$ cat src/hlcp_pkg.sv
`timescale 1ns / 1ps
// ----------------------------------------------------------------------------
// hlcp_pkg
// Shared types and constants for the hop-limited cheapest path block.
// ----------------------------------------------------------------------------
package hlcp_pkg;

  localparam int CITY_PORT_W  = 6;
  localparam int LIMIT_W      = 6;
  localparam int PRICE_PORT_W = 16;
  localparam int ACTION_W     = 2;
  localparam int CFG_W        = 7;
  localparam int COST_W       = 22;
  localparam int OUT_W        = 23;

  localparam int DEF_MAX_CITIES = 64;
  localparam int DEF_MAX_EDGES  = 1024;
  localparam int DEF_PRICE_BITS = 16;

  localparam logic [CFG_W-1:0]  CITIES_RESET = CFG_W'(64);
  localparam logic [COST_W-1:0] COST_CAP     = {COST_W{1'b1}};

  localparam logic [ACTION_W-1:0] ACT_ADD   = 2'd0;
  localparam logic [ACTION_W-1:0] ACT_CLEAR = 2'd1;
  localparam logic [ACTION_W-1:0] ACT_QUERY = 2'd2;

  typedef struct packed {
    logic [CITY_PORT_W-1:0] src;
    logic [CITY_PORT_W-1:0] dst;
    logic [LIMIT_W-1:0]     limit;
  } hlcp_query_t;

  typedef struct packed {
    logic              reached;
    logic [COST_W-1:0] cost;
  } hlcp_cost_t;

endpackage

$ cat src/hlcp_cost_ram.sv
`timescale 1ns / 1ps
// ----------------------------------------------------------------------------
// hlcp_cost_ram
// Per-city cost memory: one write port, one registered read port.
// ----------------------------------------------------------------------------
module hlcp_cost_ram #(
  parameter int DEPTH = hlcp_pkg::DEF_MAX_CITIES,
  parameter int AW    = $clog2(DEPTH)
) (
  input  logic                 clk,
  input  logic                 we,
  input  logic [AW-1:0]        waddr,
  input  hlcp_pkg::hlcp_cost_t wdata,
  input  logic [AW-1:0]        raddr,
  output hlcp_pkg::hlcp_cost_t rdata
);
  import hlcp_pkg::*;

  hlcp_cost_t mem [DEPTH];

  always_ff @(posedge clk) begin
    if (we) begin
      mem[waddr] <= wdata;
    end
    rdata <= mem[raddr];
  end

endmodule

$ cat src/hlcp_query_seq.sv
`timescale 1ns / 1ps
// ----------------------------------------------------------------------------
// hlcp_query_seq
// Query sequencer: cost init, per-round snapshot copy and pipelined relaxation.
// ----------------------------------------------------------------------------
module hlcp_query_seq #(
  parameter int MAX_CITIES = hlcp_pkg::DEF_MAX_CITIES,
  parameter int MAX_EDGES  = hlcp_pkg::DEF_MAX_EDGES,
  parameter int PRICE_BITS = hlcp_pkg::DEF_PRICE_BITS,
  parameter int NCW        = $clog2(MAX_CITIES + 1),
  parameter int EIDX_W     = (MAX_EDGES > 1) ? $clog2(MAX_EDGES) : 1,
  parameter int ECNT_W     = $clog2(MAX_EDGES + 1)
) (
  input  logic                                clk,
  input  logic                                rst,
  input  logic                                go,
  input  hlcp_pkg::hlcp_query_t               query,
  input  logic [NCW-1:0]                      city_count,
  input  logic [ECNT_W-1:0]                   edge_count,
  output logic [EIDX_W-1:0]                   edge_addr,
  input  logic [hlcp_pkg::CITY_PORT_W-1:0]    edge_origin,
  input  logic [hlcp_pkg::CITY_PORT_W-1:0]    edge_target,
  input  logic [PRICE_BITS-1:0]               edge_price,
  output logic                                busy,
  output logic                                done,
  output logic signed [hlcp_pkg::OUT_W-1:0]   cost
);
  import hlcp_pkg::*;

  localparam int CW = $clog2(MAX_CITIES);
  localparam int SUM_W = 33;

  localparam logic [2:0] ST_IDLE = 3'd0;
  localparam logic [2:0] ST_INIT = 3'd1;
  localparam logic [2:0] ST_COPY = 3'd2;
  localparam logic [2:0] ST_EDGE = 3'd3;
  localparam logic [2:0] ST_FRD  = 3'd4;
  localparam logic [2:0] ST_FOUT = 3'd5;

  logic [2:0]            state;
  hlcp_query_t           q;
  logic [NCW-1:0]        n;
  logic [LIMIT_W-1:0]    round;
  logic [NCW-1:0]        ctr;
  logic                  cp_valid;
  logic [CW-1:0]         cp_addr;
  logic [ECNT_W-1:0]     ea;
  logic                  s1_valid;
  logic                  s2_valid;
  logic [CW-1:0]         s2_v;
  logic [PRICE_BITS-1:0] s2_price;
  logic                  fw_valid;
  logic [CW-1:0]         fw_addr;
  hlcp_cost_t            fw_data;

  logic                  best_we;
  logic [CW-1:0]         best_waddr;
  hlcp_cost_t            best_wdata;
  logic [CW-1:0]         best_raddr;
  hlcp_cost_t            best_rdata;
  logic                  prev_we;
  logic [CW-1:0]         prev_waddr;
  logic [CW-1:0]         prev_raddr;
  hlcp_cost_t            prev_rdata;

  logic                  edges_left;
  logic                  s1_in_range;
  hlcp_cost_t            best_cur;
  logic [SUM_W-1:0]      sum;
  logic [COST_W-1:0]     cand;
  logic                  relax_we;
  logic                  query_ok;

  hlcp_cost_ram #(.DEPTH(MAX_CITIES), .AW(CW)) u_best (
    .clk   (clk),
    .we    (best_we),
    .waddr (best_waddr),
    .wdata (best_wdata),
    .raddr (best_raddr),
    .rdata (best_rdata)
  );

  hlcp_cost_ram #(.DEPTH(MAX_CITIES), .AW(CW)) u_prev (
    .clk   (clk),
    .we    (prev_we),
    .waddr (prev_waddr),
    .wdata (best_rdata),
    .raddr (prev_raddr),
    .rdata (prev_rdata)
  );

  assign edge_addr   = ea[EIDX_W-1:0];
  assign edges_left  = ea < edge_count;
  assign s1_in_range = (32'(edge_origin) < 32'(n)) && (32'(edge_target) < 32'(n));
  assign query_ok    = (32'(query.src) < 32'(city_count)) &&
                       (32'(query.dst) < 32'(city_count));

  // The write from the previous cycle has not reached the read data yet.
  assign best_cur = (fw_valid && (fw_addr == s2_v)) ? fw_data : best_rdata;
  assign sum      = SUM_W'(prev_rdata.cost) + SUM_W'(s2_price);
  assign cand     = (sum > SUM_W'(COST_CAP)) ? COST_CAP : sum[COST_W-1:0];
  assign relax_we = s2_valid && prev_rdata.reached &&
                    (!best_cur.reached || (cand < best_cur.cost));

  assign prev_we    = cp_valid;
  assign prev_waddr = cp_addr;
  assign prev_raddr = CW'(edge_origin);

  always_comb begin
    best_we    = 1'b0;
    best_waddr = s2_v;
    best_wdata = '{reached: 1'b1, cost: cand};
    best_raddr = CW'(q.dst);
    unique case (state)
      ST_INIT: begin
        best_we    = 1'b1;
        best_waddr = ctr[CW-1:0];
        best_wdata = '{reached: (32'(ctr) == 32'(q.src)), cost: '0};
      end
      ST_COPY: begin
        best_raddr = ctr[CW-1:0];
      end
      ST_EDGE: begin
        best_we    = relax_we;
        best_raddr = CW'(edge_target);
      end
      default: begin
        best_raddr = CW'(q.dst);
      end
    endcase
  end

  assign busy = state != ST_IDLE;

  always_ff @(posedge clk) begin
    s2_v     <= CW'(edge_target);
    s2_price <= edge_price;
    fw_addr  <= s2_v;
    fw_data  <= '{reached: 1'b1, cost: cand};
    if (rst) begin
      state    <= ST_IDLE;
      done     <= 1'b0;
      cp_valid <= 1'b0;
      s1_valid <= 1'b0;
      s2_valid <= 1'b0;
      fw_valid <= 1'b0;
    end else begin
      done     <= 1'b0;
      cp_valid <= 1'b0;
      s1_valid <= 1'b0;
      s2_valid <= 1'b0;
      fw_valid <= relax_we;
      unique case (state)
        ST_IDLE: begin
          if (go) begin
            q <= query;
            n <= city_count;
            if (query_ok) begin
              state <= ST_INIT;
              ctr   <= '0;
            end else begin
              done <= 1'b1;
              cost <= '1;
            end
          end
        end
        ST_INIT: begin
          ctr <= ctr + 1'b1;
          if (32'(ctr) == 32'(n) - 1) begin
            state <= ST_COPY;
            ctr   <= '0;
            round <= '0;
          end
        end
        ST_COPY: begin
          if (ctr != n) begin
            cp_valid <= 1'b1;
            cp_addr  <= ctr[CW-1:0];
            ctr      <= ctr + 1'b1;
          end else begin
            state <= ST_EDGE;
            ea    <= '0;
          end
        end
        ST_EDGE: begin
          if (edges_left) begin
            s1_valid <= 1'b1;
            ea       <= ea + 1'b1;
          end
          s2_valid <= s1_valid && s1_in_range;
          if (!edges_left && !s1_valid && !s2_valid) begin
            if (round == q.limit) begin
              state <= ST_FRD;
            end else begin
              round <= round + 1'b1;
              state <= ST_COPY;
              ctr   <= '0;
            end
          end
        end
        ST_FRD: begin
          state <= ST_FOUT;
        end
        ST_FOUT: begin
          done  <= 1'b1;
          cost  <= best_rdata.reached ? OUT_W'({1'b0, best_rdata.cost}) : '1;
          state <= ST_IDLE;
        end
        default: begin
          state <= ST_IDLE;
        end
      endcase
    end
  end

endmodule

$ cat config.mk
export PLATFORM = sky130hd
export DESIGN_NAME = hlcp_query_seq
export DESIGN_NICKNAME = d
export VERILOG_FILES = /design/src/hlcp_pkg.sv /design/src/hlcp_cost_ram.sv /design/src/hlcp_query_seq.sv
export SDC_FILE = /design/constraint.sdc
export NUM_CORES = 2
export LEC_CHECK = 0
export BUFFER_PORTS_ARGS = -buffer_cell sky130_fd_sc_hd__clkbuf_2
export CORE_MARGIN = 2
export CORE_UTILIZATION = 30
export CTS_BUF_LIST = sky130_fd_sc_hd__clkbuf_2 sky130_fd_sc_hd__clkbuf_4 sky130_fd_sc_hd__clkbuf_8
export CTS_CLUSTER_SIZE = 12
export DETAILED_ROUTE_END_ITERATION = 7
export GPL_ROUTABILITY_DRIVEN = 0
export SYNTH_ARGS = -nofsm -noshare
export SYNTH_HDL_FRONTEND = slang
export SYNTH_HIERARCHICAL = 1
export SYNTH_SLANG_ARGS = --single-unit
$ cat constraint.sdc
create_clock -name clk -period 7.8 [get_ports clk]
set_input_delay 2.34 -clock clk [delete_from_list [all_inputs] [get_ports clk]]
set_output_delay 2.34 -clock clk [all_outputs]
set_load 0.01 [all_outputs]
# Word level (Yosys, flattened, before mapping)

Memory sizes are Yosys's and may differ from the RTL's. A register that Yosys moved wholly into a read port is not among the register bits.
Cells that the tools add are included.

Register bits: 136
Bits in writable memories: 2944
Input bits: 67
Output and inout port bits: 35
Word-level logic and storage cells: 123
Memories: 2

Memories:

| memory     | depth | width | rd ports | clocked after memory_dff | wr ports | RTL line            | RTL |
|---|---|---|---|---|---|---|---|
| u_best.mem | 64    | 23    | 1        | 1                        | 1        | hlcp_cost_ram.sv:19 | `hlcp_cost_t mem [DEPTH];` |
| u_prev.mem | 64    | 23    | 1        | 1                        | 1        | hlcp_cost_ram.sv:19 |  |

Add/subtract/negate cells: 5
Order comparisons: 7
Eq/ne operators: 19
Mux-type cells: 40
Bitwise gates (word level): 3
Reductions and logical operators: 28

Operators with widths:

| cell                                                             | number |
|---|---|
| 2-to-1 mux 23 bit                                                | 5 |
| one-hot mux 23 bit (2 select lines)                              | 1 |
| 2-to-1 mux 7 bit                                                 | 6 |
| == test 7 x 32 -> 1 bit                                          | 1 |
| less-than comparator 6 x 7 -> 1 bit                              | 4 |
| one-hot mux 7 bit (4 select lines)                               | 1 |
| 2-to-1 mux 6 bit                                                 | 4 |
| one-hot mux 6 bit (2 select lines)                               | 2 |
| adder 22 x 16 -> 23 bit                                          | 1 |
| greater-than comparator 23 x 22 -> 1 bit (second input constant) | 1 |
| less-than comparator 22 bit                                      | 1 |
| 2-to-1 mux 11 bit                                                | 2 |
| 2-to-1 mux 22 bit                                                | 1 |
| one-hot mux 11 bit (2 select lines)                              | 1 |
| 2-to-1 mux 3 bit                                                 | 6 |
| inequality test 2 bit (second input constant)                    | 9 |
| one-hot mux 3 bit (5 select lines)                               | 1 |
| == test 6 bit                                                    | 2 |
| adder 11 x 1 -> 11 bit (second input constant)                   | 1 |
| less-than comparator 11 bit                                      | 1 |
| AND reduction 5 bit                                              | 2 |
| logical AND 1 bit                                                | 8 |
| 2-to-1 mux 1 bit                                                 | 8 |
| AND reduction 4 bit                                              | 2 |
| other kinds (19)                                                 | 31 |

# Longest topological paths before layout

Depth after elaboration: 9
Gate-level depth with buffers: 21
Depth with buffers taken out: 20

# Modules after synthesis

The synthesis kept the hierarchy.

By module, submodules not included:

| module         | instances | cells an instance | area an instance (um^2) | sequential area each (um^2) |
|---|---|---|---|---|
| hlcp_cost_ram  | 2         | 2446              | 56720.6                 | 44662.8 |
| hlcp_query_seq | 1         | 747               | 7701.1                  | 3503.4 |

# Least setup slack after synthesis

No wires, ideal clock.

Kind: reg-to-reg
Start: register s2_price[0]
End: memory u_best/mem[48][0] (netlist bit), enable pin
Library setup time: 0.432 ns
Arrival time: 5.431 ns
Data required time: 7.368 ns
Slack: 1.937 ns
Cell stages (with the launch flop): 19
Buffers on the path: 1
Period minus slack after synthesis: 5.863 ns
Path through: dfxtp_1 > ha_1 > fa_1 > a21oi_1 > nand4b_1 > a2111oi_2 > or3b_4 > nand2_2 > clkbuf_1 > nand2_1 > ha_1 > a41o_1 > a211oi_1 > o21ai_0 > a211oi_1 > nor3b_1 > nor3_2 > nand4b_1 > nor3_1

Longest elaborated chain between the ends: 9

Ends and longest elaborated chain:

| element                                    | RTL line              | RTL |
|---|---|---|
| start: declaration                         | hlcp_query_seq.sv:51  | `logic [PRICE_BITS-1:0] s2_price;` |
| start signal: assignment                   | hlcp_query_seq.sv:137 | `s2_price <= edge_price;` |
| adder 22 x 16 -> 23 bit (*)                | hlcp_query_seq.sv:100 | `assign sum = SUM_W'(prev_rdata.cost) + SUM_W'(s2_price);` |
| greater-than comparator 23 x 22 -> 1 bit   | hlcp_query_seq.sv:101 | `assign cand = (sum > SUM_W'(COST_CAP)) ? COST_CAP : sum[COST_W-1:0];` |
| 2-to-1 mux 22 bit (*)                      | hlcp_query_seq.sv:101 |  |
| via cand[2]                                | hlcp_query_seq.sv:70  | `logic [COST_W-1:0] cand;` |
| less-than comparator 22 bit (*)            | hlcp_query_seq.sv:103 | `(!best_cur.reached \|\| (cand < best_cur.cost));` |
| logical OR 1 bit (*)                       | hlcp_query_seq.sv:103 |  |
| logical AND 1 bit (*)                      | hlcp_query_seq.sv:102 | `assign relax_we = s2_valid && prev_rdata.reached &&` |
| one-hot mux 1 bit (2 select lines) (*)     | hlcp_query_seq.sv:114 | `unique case (state)` |
| via best_we                                | hlcp_query_seq.sv:56  | `logic best_we;` |
| 2-to-1 mux 1 bit (*)                       | hlcp_cost_ram.sv:22   | `if (we) begin` |
| 2-to-1 mux 1 bit (implied by the code) (*) | hlcp_cost_ram.sv:23   | `mem[waddr] <= wdata;` |
| end: declaration                           | hlcp_cost_ram.sv:19   |  |

The timed path passes the listed nets; every way through them passes the cells marked *.

# Final worst setup path

Start: register u_prev/rdata[0] (netlist name)
End: memory u_best/mem[26][21] (netlist bit), enable pin

Longest elaborated chain between the ends: 9

Ends and longest elaborated chain:

| element                                    | RTL line |
|---|---|
| adder 22 x 16 -> 23 bit (*)                | hlcp_query_seq.sv:100 |
| greater-than comparator 23 x 22 -> 1 bit   | hlcp_query_seq.sv:101 |
| 2-to-1 mux 22 bit (*)                      | hlcp_query_seq.sv:101 |
| via cand[2]                                | hlcp_query_seq.sv:70 |
| less-than comparator 22 bit (*)            | hlcp_query_seq.sv:103 |
| logical OR 1 bit (*)                       | hlcp_query_seq.sv:103 |
| logical AND 1 bit (*)                      | hlcp_query_seq.sv:102 |
| one-hot mux 1 bit (2 select lines) (*)     | hlcp_query_seq.sv:114 |
| via best_we                                | hlcp_query_seq.sv:56 |
| 2-to-1 mux 1 bit (*)                       | hlcp_cost_ram.sv:22 |
| 2-to-1 mux 1 bit (implied by the code) (*) | hlcp_cost_ram.sv:23 |

Marked as above.

==> summary.md <==
| Metric | Value |
|---|---|
| Status | complete, no violations |
| Root Buffer | clkbuf_8 |
| Final Hold Fails | 0 |
| Slew headroom | 15.0% |
| Fillers | 37361 |
| Pleak | 43.4 nW |
| Worst Setup Slack post-DPL | 1.42 ns |
| Clock buffer depth | 4 |
| P&R area growth vs syn | 14.3% |
| Die Ht | 639 um |
| Die Span X | 639 um |
| Synth area leaders | edfxtp_1 75%, mux4_2 14%, dfxtp_1 1.7% |
| MaxCap Viol Count | 0 |
| CORE AREA | 402000 um2 |
| Worst Tran Pin Value | 1.27 ns |
| Netlist cell types | 73 |
| Initial antenna violation count | 20 |
| First-pass GRT wire length | 451000 um |
| Final setup fails | 0 |
| Latest clock arrival within the worst-skew pair | 1.04 ns |
| Power Density | 259 nW/um2 |
| Sequential area share after synthesis | 76.6% |
| Crit Path Category | flip-flop to flip-flop |
| All-Layer GR Usage | 15.2% |
| Final wirelength | 318000 um |
| CP Launch Type | flip-flop |
| Seq cells post-synth | 3126 |
| Sink Count | 3126 |
| Total CTS buffers | 462 |
| Min setup slack post-route | 1.30 ns |
| Fmax | 154 MHz |
| Post-CTS sizing | 0 |
| # rows | 233 |
| WP buf/inv | 2 |
| Post-synthesis net count | 5778 |
| Total congestion overflow | 0 |
| CTS tree | done |
| Most numerous cell in the Yosys netlist | edfxtp_1 |
| Boundary Pins | 102 |
| Critical path data arrival time | 7.16 ns |
| Final min period | 6.50 ns |
| Fin crit share | 83.4% |
| Largest net degree at the start of global routing | 108 |
| Multi-input combinational cell area | 27100 um2 |
| Die area | 409000 um2 |
| Max FO, Critical Path | 23 |
| Hold Buf Count CTS | 0 |
| FFs w/ async S/R, synth | 0% |
| Max VDD drop | 222 uV |
| Synth Flop Type | edfxtp_1 |
| 1st-pass router iterations | 6 |
| Vias in the first global route | 61230 |
| Register area | 92900 um2 |
| Dpl hpwl | 186000 um |
| Syn Area/Cell | 21.5 um2 |
| Via count | 60173 |
| Nets | 6303 |
| Crit. End Element | flip-flop |
| EDFF count, synth | 3022 |
| Drt drc | 0 |
| Synth top area share | 74.9% |
| Top cell type by total area after synthesis | edfxtp_1 |
| Layout cells sized above 1 | 31.7% |
| Setup TNS | 0 ns |
| Post-CTS setup buffer count | 0 |
| Clock-pin slew on the worst setup and hold paths | 0.06 ns |
| Syn. warnings | 6 |
| Min-delay worst type | flip-flop to flip-flop |
| Via-to-Cell Ratio | 5.08 |
| Initial core utilization | 30.1% |
| Syn Inst Count | 5639 |
| Antenna-violating nets left | 0 |
| CP peak stage delay | 0.66 ns |
| 1st-iter DRT viols | 7205 |
| Crit path max-delay family | simple AND/OR/NAND/NOR gates |
| Slowest-stage cell, CP | nand2_1 |
| H-tree depth | 5 |
| Synth cell count leaders | 3022 x edfxtp_1, 736 x mux4_2, 211 x nor2_1 |
| Port bufs | 101 |
| Clk_skew | 0.0516 ns |
| DR WL/cell | 26.9 um |
| Crit path cell chain | ha_1, fa_1, a21oi_1, nand4b_1, a2111oi_2, or3b_4, nand2_2, buf_4, nand2_1, ha_1, a41o_1, a211oi_1, o21ai_0, a211oi_1, nor3b_1, nor3_2, nor2b_1, nand2_1, nor2_2, buf_4 |
| Slew Viols, Final | 0 |
| RSZ-0062 raised after global routing | no |
| Data required, critical path | 8.45 ns |
| Cell area after synthesis | 121000 um2 |
## metrics by stage
| stage | util (%) | std cells | cell area (um2) | hold slack [ns] | power [W] |
|---|---|---|---|---|---|
| after floorplan | - | 5639 | 121000 | 0.362 | 0.0216 |
| after global placement | 32.2 | 10987 | 130000 | 0.370 | 0.0233 |
| after detailed placement | 32.2 | 10987 | 130000 | 0.371 | 0.0234 |
| after CTS | 34.4 | 11826 | 138000 | 0.377 | 0.0362 |
| after global routing | 34.4 | 11828 | 138000 | 0.391 | 0.0371 |
| final | 34.4 | 11837 | 139000 | 0.379 | 0.0359 |
## power breakdown
part	switching, W	internal [W]	total (W)
clock	0.00620	0.00673	0.0129
combinational	0.00257	0.000814	0.00339
sequential	0.0000912	0.0195	0.0196
total	0.00887	0.0271	0.0359
## cells by family after synthesis
group / synth area share [%]
fa+ha+maj: 0.750
simple gates: 2.43
compound gates: 2.96
buf+inv: 1.44
flops: 76.6
xor+xnor: 0.434
mux: 15.4
## worst reg2reg max path: cells and delay by family (launching register included)
| family | cells | cell delay [ns] |
|---|---|---|
| simple gates | 9 | 2.92 |
| buf+inv | 2 | 0.67 |
| flops | 1 | 0.31 |
| compound gates | 6 | 1.26 |
| fa+ha+maj | 3 | 0.98 |
## flip-flops by register name (all words and copies together) (netlist names)
register and flops:
fw_data 22, ea 11, s1_valid 1, cp_valid 1, s2_v 6, cost 23
state 3, fw_addr 6, q 18, u_best/mem 1472, u_best/rdata 23, fw_valid 1
u_prev/mem 1472, round 6, u_prev/rdata 23, n 7, done 1, s2_price 16
ctr 7, cp_addr 6, s2_valid 1
## cells in the final DEF (no fill, tap or decap), types with 28 or more instances in the layout
cell type  count
edfxtp_1    3022
nand3_1       79
dfxtp_1       81
xor2_1        32
clkinv_1     133
nor2_2       123
a221oi_1      44
a22oi_1       99
nor2_1        84
o21ai_0       67
clkbuf_4     139
ha_1          71
mux2_2        28
a21oi_1       72
mux2i_1      171
clkbuf_2      97
clkinv_2      64
mux4_2       736
nand2_1      109
clkbuf_8     477
a211oi_1      37
buf_4        243
xnor2_1       28
a22o_1        48
## worst paths after layout
kind,start,to,slack (ns),cells past startpoint
hold reg to reg,s2_v[5],fw_addr[5],0.38,0
hold / removal,s2_v[5],fw_addr[5],0.38,0
setup reg to reg,u_prev/rdata[0],u_best/mem[26][21],1.30,20
setup / recovery,u_prev/rdata[0],u_best/mem[26][21],1.30,20
## metal layers
layer / vias to the layer above / share of wire, % / track usage [%]
li1: 24786 / - / -
met1: 32310 / 41 / 20.8
met2: 2591 / 48 / 24.6
met3: 486 / 7.4 / 2.43
met4: 0 / 3.3 / 5.26
met5: - / 0 / 0
## layout make-up
class | instances | share of cell area [%]
timing repair buffer | 367 | 2.05
tap | 5287 | 4.78
multi-input combinational | 2181 | 19.6
antenna | 11 | 0.0199
inverter | 26 | 0.0705
sequential | 3126 | 67.0
clock inverter | 223 | 0.955
clock buffer | 616 | 5.49
Power figures use the tool's default switching activity.
